$ cat src/sv/arqt_pkg.sv
package arqt_pkg;

    // Request kinds
    localparam logic REQ_RECV = 1'b0;
    localparam logic REQ_SEND = 1'b1;

    // Result status codes
    localparam logic [1:0] STS_ACCEPTED = 2'd0;
    localparam logic [1:0] STS_OLD_DUP  = 2'd1;
    localparam logic [1:0] STS_BEYOND   = 2'd2;
    localparam logic [1:0] STS_SENT     = 2'd3;

    localparam logic [15:0] HOLDOFF_RESET = 16'd100;
    localparam int          NAK_SAT       = 255;
    localparam int          REL_SAT       = 127;

    typedef struct packed {
        logic              req_type;
        logic [30:0]       packet_num;
        logic signed [31:0] ack_num;
        logic [7:0]        nak_count;
        logic [31:0]       now_ms;
    } arqt_in_t;

    typedef struct packed {
        logic [1:0]        status;
        logic [6:0]        released_count;
        logic              resend_valid;
        logic [30:0]       resend_first;
        logic [30:0]       resend_last;
        logic              nak_invalid;
        logic [30:0]       assigned_seq;
        logic signed [31:0] hdr_ack;
        logic [7:0]        hdr_nak;
    } arqt_out_t;

    typedef enum logic [1:0] {
        ST_IDLE,
        ST_REL,
        ST_GAP
    } arqt_state_t;

    typedef struct packed {
        logic take_en;
        logic rel_en;
        logic load_en;
    } arqt_cmd_t;

    typedef struct packed {
        logic out_free;
    } arqt_sts_t;

endpackage

$ cat src/sv/arqt_ctrl.sv
module arqt_ctrl (
    input  logic               aclk,
    input  logic               aresetn,
    input  logic               s_valid,
    output logic               s_ready,
    input  arqt_pkg::arqt_sts_t sts,
    output arqt_pkg::arqt_cmd_t cmd
);
    import arqt_pkg::*;

    arqt_state_t state_reg;
    arqt_state_t state_next;

    always_ff @(posedge aclk) begin
        if (!aresetn) begin
            state_reg <= ST_IDLE;
        end else begin
            state_reg <= state_next;
        end
    end

    always_comb begin
        state_next  = state_reg;
        s_ready     = 1'b0;
        cmd         = '0;
        unique case (state_reg)
            ST_IDLE: begin
                s_ready     = 1'b1;
                cmd.take_en = s_valid;
                if (s_valid) begin
                    state_next = ST_REL;
                end
            end
            ST_REL: begin
                cmd.rel_en = 1'b1;
                state_next = ST_GAP;
            end
            ST_GAP: begin
                // Finish this word and take the next one on the same edge
                if (sts.out_free) begin
                    cmd.load_en = 1'b1;
                    s_ready     = 1'b1;
                    cmd.take_en = s_valid;
                    state_next  = s_valid ? ST_REL : ST_IDLE;
                end
            end
            default: begin
                state_next = ST_IDLE;
            end
        endcase
    end

endmodule

$ cat src/sv/arqt_dpath.sv
module arqt_dpath #(
    parameter int WINDOW = 64
) (
    input  logic                aclk,
    input  logic                aresetn,
    input  arqt_pkg::arqt_in_t  s_data,
    input  arqt_pkg::arqt_cmd_t cmd,
    output arqt_pkg::arqt_sts_t sts,
    input  logic                cfg_wr_en,
    input  logic [15:0]         cfg_wr_data,
    output logic                m_valid,
    input  logic                m_ready,
    output arqt_pkg::arqt_out_t m_data
);
    import arqt_pkg::*;

    localparam int BW = $clog2(WINDOW);
    localparam int CW = $clog2(WINDOW + 1);

    // Link state
    logic signed [31:0] lio_reg;
    logic [WINDOW-1:0]  map_reg;
    logic [BW-1:0]      base_reg;       // slot of lio_reg + 1
    logic [30:0]        oldest_reg;
    logic [30:0]        nseq_reg;
    logic signed [31:0] last_nak_reg;
    logic [31:0]        stamp_reg;
    logic [15:0]        holdoff_reg;

    // Per-word working registers
    logic               req_reg;
    logic [7:0]         nak_reg;
    logic [31:0]        now_reg;
    logic [1:0]         status_reg;
    logic [30:0]        assigned_reg;
    logic [6:0]         released_reg;
    logic               rvalid_reg;
    logic [30:0]        rfirst_reg;
    logic [30:0]        rlast_reg;
    logic               ninv_reg;

    arqt_out_t          out_reg;
    arqt_out_t          out_next;
    logic               out_valid_reg;

    // Intake: classify the header and retire acked packets
    logic [32:0]        lio33;
    logic [32:0]        pnum33;
    logic [32:0]        diff33;
    logic               is_old;
    logic               is_beyond;
    logic [BW:0]        slot_sum;
    logic [BW-1:0]      take_slot;
    logic               is_dup;
    logic [32:0]        ack33;
    logic [32:0]        lim33;
    logic               ack_adv;
    logic [30:0]        oldest_next;

    always_comb begin
        lio33     = {lio_reg[31], lio_reg};
        pnum33    = {2'b00, s_data.packet_num};
        diff33    = pnum33 - lio33 - 33'd1;
        is_old    = $signed(lio33) >= $signed(pnum33);
        is_beyond = !is_old && (diff33 >= 33'(WINDOW));
        slot_sum  = {1'b0, base_reg} + {1'b0, diff33[BW-1:0]};
        if (slot_sum >= (BW+1)'(WINDOW)) begin
            slot_sum = slot_sum - (BW+1)'(WINDOW);
        end
        take_slot = slot_sum[BW-1:0];
        is_dup    = map_reg[take_slot];

        ack33   = {s_data.ack_num[31], s_data.ack_num};
        lim33   = ack33 + 33'd1;
        ack_adv = ($signed(ack33) >= $signed({2'b00, oldest_reg})) && (oldest_reg < nseq_reg);
        if ($signed(lim33) > $signed({2'b00, nseq_reg})) begin
            oldest_next = nseq_reg;
        end else begin
            oldest_next = lim33[30:0];
        end
    end

    // Release: run of set slots from lio + 1
    logic [2*WINDOW-1:0] dbl;
    logic [WINDOW-1:0]   rot;
    logic [CW-1:0]       cnt;
    logic [WINDOW-1:0]   map_next;
    logic [CW:0]         bsum;
    logic [BW-1:0]       base_next;
    logic signed [31:0]  lio_next;
    logic [6:0]          released_next;

    always_comb begin
        logic [BW:0] offs;
        dbl = {map_reg, map_reg} >> base_reg;
        rot = dbl[WINDOW-1:0];
        cnt = CW'(WINDOW);
        for (int i = WINDOW - 1; i >= 0; i--) begin
            if (!rot[i]) begin
                cnt = CW'(i);
            end
        end
        for (int i = 0; i < WINDOW; i++) begin
            offs = (BW+1)'(i) + (BW+1)'(WINDOW) - {1'b0, base_reg};
            if (offs >= (BW+1)'(WINDOW)) begin
                offs = offs - (BW+1)'(WINDOW);
            end
            map_next[i] = map_reg[i] && !(32'(offs) < 32'(cnt));
        end
        bsum = (CW+1)'(base_reg) + (CW+1)'(cnt);
        if (bsum >= (CW+1)'(WINDOW)) begin
            bsum = bsum - (CW+1)'(WINDOW);
        end
        base_next = bsum[BW-1:0];
        lio_next  = lio_reg + $signed(32'(cnt));
        if (32'(cnt) > 32'(REL_SAT)) begin
            released_next = 7'(REL_SAT);
        end else begin
            released_next = 7'(cnt);
        end
    end

    // NAK to resend range, using the oldest unacked number after retiring
    logic [32:0] nak_abs33;
    logic        nak_upd;
    logic        ninv_next;

    always_comb begin
        nak_abs33 = {25'd0, nak_reg} + {2'b00, oldest_reg} - 33'd1;
        nak_upd   = 1'b0;
        ninv_next = 1'b0;
        if (req_reg == REQ_RECV && nak_reg != 8'd0) begin
            if (nak_abs33 >= {2'b00, nseq_reg}) begin
                ninv_next = 1'b1;
            end else if (nak_abs33[31:0] != last_nak_reg ||
                         (now_reg - stamp_reg) > {16'd0, holdoff_reg}) begin
                nak_upd = 1'b1;
            end
        end
    end

    // Gap to the first waiting packet for the outgoing header
    logic [2*WINDOW-1:0] dbl_gap;
    logic [WINDOW-1:0]   rot_gap;
    logic [BW-1:0]       gap;

    always_comb begin
        dbl_gap = {map_reg, map_reg} >> base_reg;
        rot_gap = dbl_gap[WINDOW-1:0];
        gap     = '0;
        for (int i = WINDOW - 1; i >= 1; i--) begin
            if (rot_gap[i]) begin
                gap = BW'(i);
            end
        end
        out_next.status         = status_reg;
        out_next.released_count = released_reg;
        out_next.resend_valid   = rvalid_reg;
        out_next.resend_first   = rfirst_reg;
        out_next.resend_last    = rlast_reg;
        out_next.nak_invalid    = ninv_reg;
        out_next.assigned_seq   = assigned_reg;
        out_next.hdr_ack        = lio_reg;
        if (32'(gap) > 32'(NAK_SAT)) begin
            out_next.hdr_nak = 8'(NAK_SAT);
        end else begin
            out_next.hdr_nak = 8'(gap);
        end
    end

    always_ff @(posedge aclk) begin
        if (!aresetn) begin
            lio_reg       <= -32'sd1;
            map_reg       <= '0;
            base_reg      <= '0;
            oldest_reg    <= '0;
            nseq_reg      <= '0;
            last_nak_reg  <= -32'sd1;
            stamp_reg     <= '0;
            holdoff_reg   <= HOLDOFF_RESET;
            out_valid_reg <= 1'b0;
        end else begin
            if (cfg_wr_en) begin
                holdoff_reg <= cfg_wr_data;
            end
            if (cmd.take_en) begin
                if (s_data.req_type == REQ_SEND) begin
                    nseq_reg <= nseq_reg + 31'd1;
                end else begin
                    if (ack_adv) begin
                        oldest_reg <= oldest_next;
                    end
                    if (!is_old && !is_beyond && !is_dup) begin
                        map_reg[take_slot] <= 1'b1;
                    end
                end
            end
            if (cmd.rel_en) begin
                map_reg  <= map_next;
                base_reg <= base_next;
                lio_reg  <= lio_next;
                if (nak_upd) begin
                    last_nak_reg <= nak_abs33[31:0];
                    stamp_reg    <= now_reg;
                end
            end
            if (cmd.load_en) begin
                out_valid_reg <= 1'b1;
            end else if (m_ready) begin
                out_valid_reg <= 1'b0;
            end
        end
    end

    always_ff @(posedge aclk) begin
        if (cmd.take_en) begin
            req_reg <= s_data.req_type;
            nak_reg <= s_data.nak_count;
            now_reg <= s_data.now_ms;
            if (s_data.req_type == REQ_SEND) begin
                status_reg   <= STS_SENT;
                assigned_reg <= nseq_reg;
            end else begin
                assigned_reg <= '0;
                if (is_old) begin
                    status_reg <= STS_OLD_DUP;
                end else if (is_beyond) begin
                    status_reg <= STS_BEYOND;
                end else if (is_dup) begin
                    status_reg <= STS_OLD_DUP;
                end else begin
                    status_reg <= STS_ACCEPTED;
                end
            end
        end
        if (cmd.rel_en) begin
            released_reg <= released_next;
            ninv_reg     <= ninv_next;
            rvalid_reg   <= nak_upd;
            rfirst_reg   <= nak_upd ? oldest_reg : 31'd0;
            rlast_reg    <= nak_upd ? nak_abs33[30:0] : 31'd0;
        end
        if (cmd.load_en) begin
            out_reg <= out_next;
        end
    end

    assign sts.out_free = !out_valid_reg || m_ready;
    assign m_valid      = out_valid_reg;
    assign m_data       = out_reg;

endmodule

$ cat src/sv/arq_sequence_ack_nak_tracker_unit.sv
// Selective-repeat ARQ header tracker.
// Input channel (s_valid/s_ready/s_data): one word per received packet
// header or per new packet sent. Result channel (m_valid/m_ready/m_data):
// exactly one word per input word, in order, carrying the status, the
// released count, any resend range and the outgoing header fields.
// Config: cfg_wr_en/cfg_wr_data write the NAK holdoff in ms at any edge;
// write it only while the block is idle.
// Order: a word is taken, then goes through the release state and the gap
// state, where its result is loaded; the release step (priority search and
// clear over the arrival bitmap) and the header gap search are separate
// states, and the next word is taken in the gap state.
// Stall: the result register holds while m_ready is low; one more word is
// taken and worked up to the gap state, then s_ready stays low until the
// held result is taken.
// Reset (aresetn low, synchronous): last in-order number -1, bitmap clear,
// sequence counters zero, NAK memory cleared, holdoff back to 100 ms,
// no result pending; s_ready is high on the first cycle after reset.
module arq_sequence_ack_nak_tracker_unit #(
    parameter int WINDOW = 64
) (
    input  logic                aclk,
    input  logic                aresetn,
    input  logic                s_valid,
    output logic                s_ready,
    input  arqt_pkg::arqt_in_t  s_data,
    output logic                m_valid,
    input  logic                m_ready,
    output arqt_pkg::arqt_out_t m_data,
    input  logic                cfg_wr_en,
    input  logic [15:0]         cfg_wr_data
);
    import arqt_pkg::*;

    arqt_cmd_t cmd;
    arqt_sts_t sts;

    // Sequence the word: take, release, gap and load
    arqt_ctrl u_ctrl (
        .aclk    (aclk),
        .aresetn (aresetn),
        .s_valid (s_valid),
        .s_ready (s_ready),
        .sts     (sts),
        .cmd     (cmd)
    );

    // Hold link state, bitmap and the result register
    arqt_dpath #(
        .WINDOW (WINDOW)
    ) u_dpath (
        .aclk        (aclk),
        .aresetn     (aresetn),
        .s_data      (s_data),
        .cmd         (cmd),
        .sts         (sts),
        .cfg_wr_en   (cfg_wr_en),
        .cfg_wr_data (cfg_wr_data),
        .m_valid     (m_valid),
        .m_ready     (m_ready),
        .m_data      (m_data)
    );

endmodule

$ cat config.mk
export PLATFORM = sky130hd
export DESIGN_NAME = arq_sequence_ack_nak_tracker_unit
export DESIGN_NICKNAME = d
export VERILOG_FILES = /design/src/sv/arqt_pkg.sv /design/src/sv/arqt_ctrl.sv /design/src/sv/arqt_dpath.sv /design/src/sv/arq_sequence_ack_nak_tracker_unit.sv
export SDC_FILE = /design/constraint.sdc
export NUM_CORES = 2
export LEC_CHECK = 0
export BUFFER_PORTS_ARGS = -buffer_cell sky130_fd_sc_hd__clkbuf_2
export CORE_ASPECT_RATIO = 1.2
export CORE_MARGIN = 2
export CORE_UTILIZATION = 64
export CTS_BUF_LIST = sky130_fd_sc_hd__clkbuf_2 sky130_fd_sc_hd__clkbuf_4 sky130_fd_sc_hd__clkbuf_8
export DETAILED_ROUTE_END_ITERATION = 8
export PLACE_DENSITY = 0.83
export SKIP_LAST_GASP = 1
export SLEW_MARGIN = 20
export SYNTH_ARGS = -nofsm -noshare
export SYNTH_HDL_FRONTEND = slang
export SYNTH_SLANG_ARGS = --single-unit
$ cat constraint.sdc
create_clock -name aclk -period 12 [get_ports aclk]
set_clock_uncertainty 0.2 [all_clocks]
set_input_delay 2.4 -clock aclk [delete_from_list [all_inputs] [get_ports aclk]]
set_output_delay 2.4 -clock aclk [all_outputs]
set_load 0.01 [all_outputs]
==> flow_summary.toml <==
[drt]
drtIter0Drc = 4147
drt-total-wl_mm = 143
vias = 38835
via_per_inst = 6.74
drc_errors = 0
postRouteAntennaNets = 0
drtPass1Iterations = 8
wire_per_inst_um = 24.8

[grt]
grtUsageTotal_pct = 41.1
grt_max_degree = 101
antenna_found_initial = 9
first_global_vias = 37616
grt_pass1_wl_mm = 219
grt.overflow.total = 0

[clocking]
cts_setup_buffers = 0
cts.repair.resized = 0
cts.sinks = 534
cts-htree-levels = 3
clk_pin_slew_ps = 90
ctsHoldBuffers = 0
clkLatencyLatePin_ps = 730
cts_tree = "built"
numCtsBuffers = 85
clk_path_buf_depth = 3
cts_root_buffer = "clkbuf_8"

[logic_synthesis]
seq_area_frac_synth_pct = 31.5
synth_cells = 4594
synth_cell_type_count = 96
netlist_top_cells_area = "edfxtp_1 (20%), ha_1 (13%), dfxtp_1 (11%)"
yosys_warnings = 0
yosysTopAreaCellShare_pct = 20.0
synthesis.area_um2 = 43100
synth-main-ff-cell = "edfxtp_1"
ys_ff_latch = 534
synth_edf_count = 287
avgSynthCellArea_um2 = 9.38
synth_largest_area_cell = "edfxtp_1"
ys_async_sr_fraction_pct = 0

[critical_path]
critical_path_required_ps = 12380
cp_slowest_cell = "dfxtp_4"
critical_path.top_delay_family = "simple AND/OR/NAND/NOR gates"
path_max_fanout = 52
cp-start-kind = "register"
path_class = "register to register"
slowest_delay_ps = 810
crit_buf_inv = 2
end_kind = "register"
worstPathArrival_ps = 9470

[cells_and_area]
drive_above_1_share_pct = 15.4
finalNetCount = 5358
layout_common_cells = "ha_1 (444), inv_1 (329), nor2_1 (315)"
final_util_pct = 70.2
largest_reg_flops = 142
areaGrowthSynthToFinish_pct = 9.04
layout_commonest_cell = "ha_1"

[pwr]
ir_drop_uv = 181
power.static_leakage_uw = 0.0192
cellPowerDensity_nw_per_um2 = 96.1
power_uw = 4510

[timing]
hold_violations = 0
slew_violations = 0
period_needed_ps = 9090
fin_tns_setup_ps = 0
period_share_pct = 75.7
setup_ws_ps = 2910
slew_headroom_pct = 22.4
finalSetupViolCount = 0
worst_pin_slew_ps = 1150
fmax_mhz = 110
rsz0062_at_grt = "false"

[hold_path]
hold_class = "register to register"

[run]
maxCapViolations = 0

[outcome]
outcome = "finished, final reports clean"

[floorplan]
start_util_pct = 64.4
pin_count = 271
dieArea_um2 = 69400
core_area_um2 = 66900
die_x_um = 241
num_rows = 104
die_h_um = 288

[place]
place_hpwl_mm = 104
port-buffer-count = 268
gp_congestion = 1.00
preCtsSetupSlack_ps = 2980
## worst register-to-register path, delay by kind of cell, from the launching register on
family                   cells  cell delay [ps]
AO/OA/AOI/OAI               10             2180
XOR/XNOR                     1              140
adder cells (fa/ha/maj)      2              740
buffers and inverters        2              870
flip-flops                   1              810
multiplexers                 4             1400
AND/OR/NAND/NOR             11             2650
## stage by stage
step | hold slack, ps | instances | cell area [um^2]
global placement | 201 | 5597 | 45100
detailed placement | 205 | 5597 | 45100
floorplan | 200 | 4628 | 43200
CTS | 171 | 5757 | 46900
finish | 179 | 5763 | 47000
global route | 192 | 5760 | 47000
## Yosys cell counts (10+ instances only)
cell type    n
a2111oi_0   10
a211o_1     13
a211oi_1    36
a21boi_0    10
a21o_1     142
a21oi_1    281
a31oi_1     21
and2_1      56
and3_1      33
buf_1       49
buf_2       26
buf_4       11
clkbuf_1   156
dfxtp_1    247
edfxtp_1   287
ha_1       444
inv_1      334
mux2_2      59
mux2i_1    106
mux4_2     162
nand2_1    302
nand2b_1    33
nand3_1    142
nand4_1    189
nor2_1     317
nor2b_1     69
nor3_1      94
nor3b_1     13
nor4_1      38
o2111ai_1   18
o211ai_1    26
o21a_1      28
o21ai_0    251
o21ai_1     45
o21bai_1    16
o311ai_0    93
or2_2       15
or4_1       10
xnor2_1    202
xor2_1      50
## routing by layer
metal | global-route usage [%] | vias up | part of all wire (%)
met5 | 0.620 | - | 0.052
met4 | 28.1 | 10 | 8.3
met3 | 10.4 | 696 | 10
met2 | 65.7 | 2186 | 46
met1 | 48.7 | 18425 | 36
li1 | - | 17518 | -
## layout make-up
class	instances	area [um^2]
timing repair buffer	311	1670
inverter	338	1280
sequential	534	13600
multi-input combinational	3513	27500
clock buffer	117	1470
fill	5302	19900
antenna	6	15.0
tap	901	1130
clock inverter	43	353
## logic make-up (layout without fill, tap and decap cells)
kind of cell | Yosys count | count (layout) | synth area share, %
buffers and inverters | 581 | 809 | 5.25
adders and majority gates | 450 | 450 | 13.2
other | 1 | 41 | 0.00871
and+or+nand+nor | 1345 | 1345 | 15.5
DFF | 534 | 534 | 31.5
xor gates and xnor gates | 259 | 259 | 5.48
muxes | 327 | 327 | 12.5
AOI/OAI and AO/OA | 1097 | 1097 | 16.6
## path summary, 6_finish.rpt
path | slack [ps] | start | to | cells after the start
min | 180 | u_dpath.rlast_reg[21] | u_dpath.m_data[93] | 0
max | 2910 | u_dpath.base_reg[1] | u_dpath.lio_reg[30] | 30
min reg2reg | 180 | u_dpath.rlast_reg[21] | u_dpath.m_data[93] | 0
max reg2reg | 2910 | u_dpath.base_reg[1] | u_dpath.lio_reg[30] | 30
## report_power, final
group	switching (uW)	total, uW	internal [uW]
Clock	786	1680	896
Sequential	43.0	2030	1980
Combinational	527	804	276
Power figures use the tool's default switching activity.
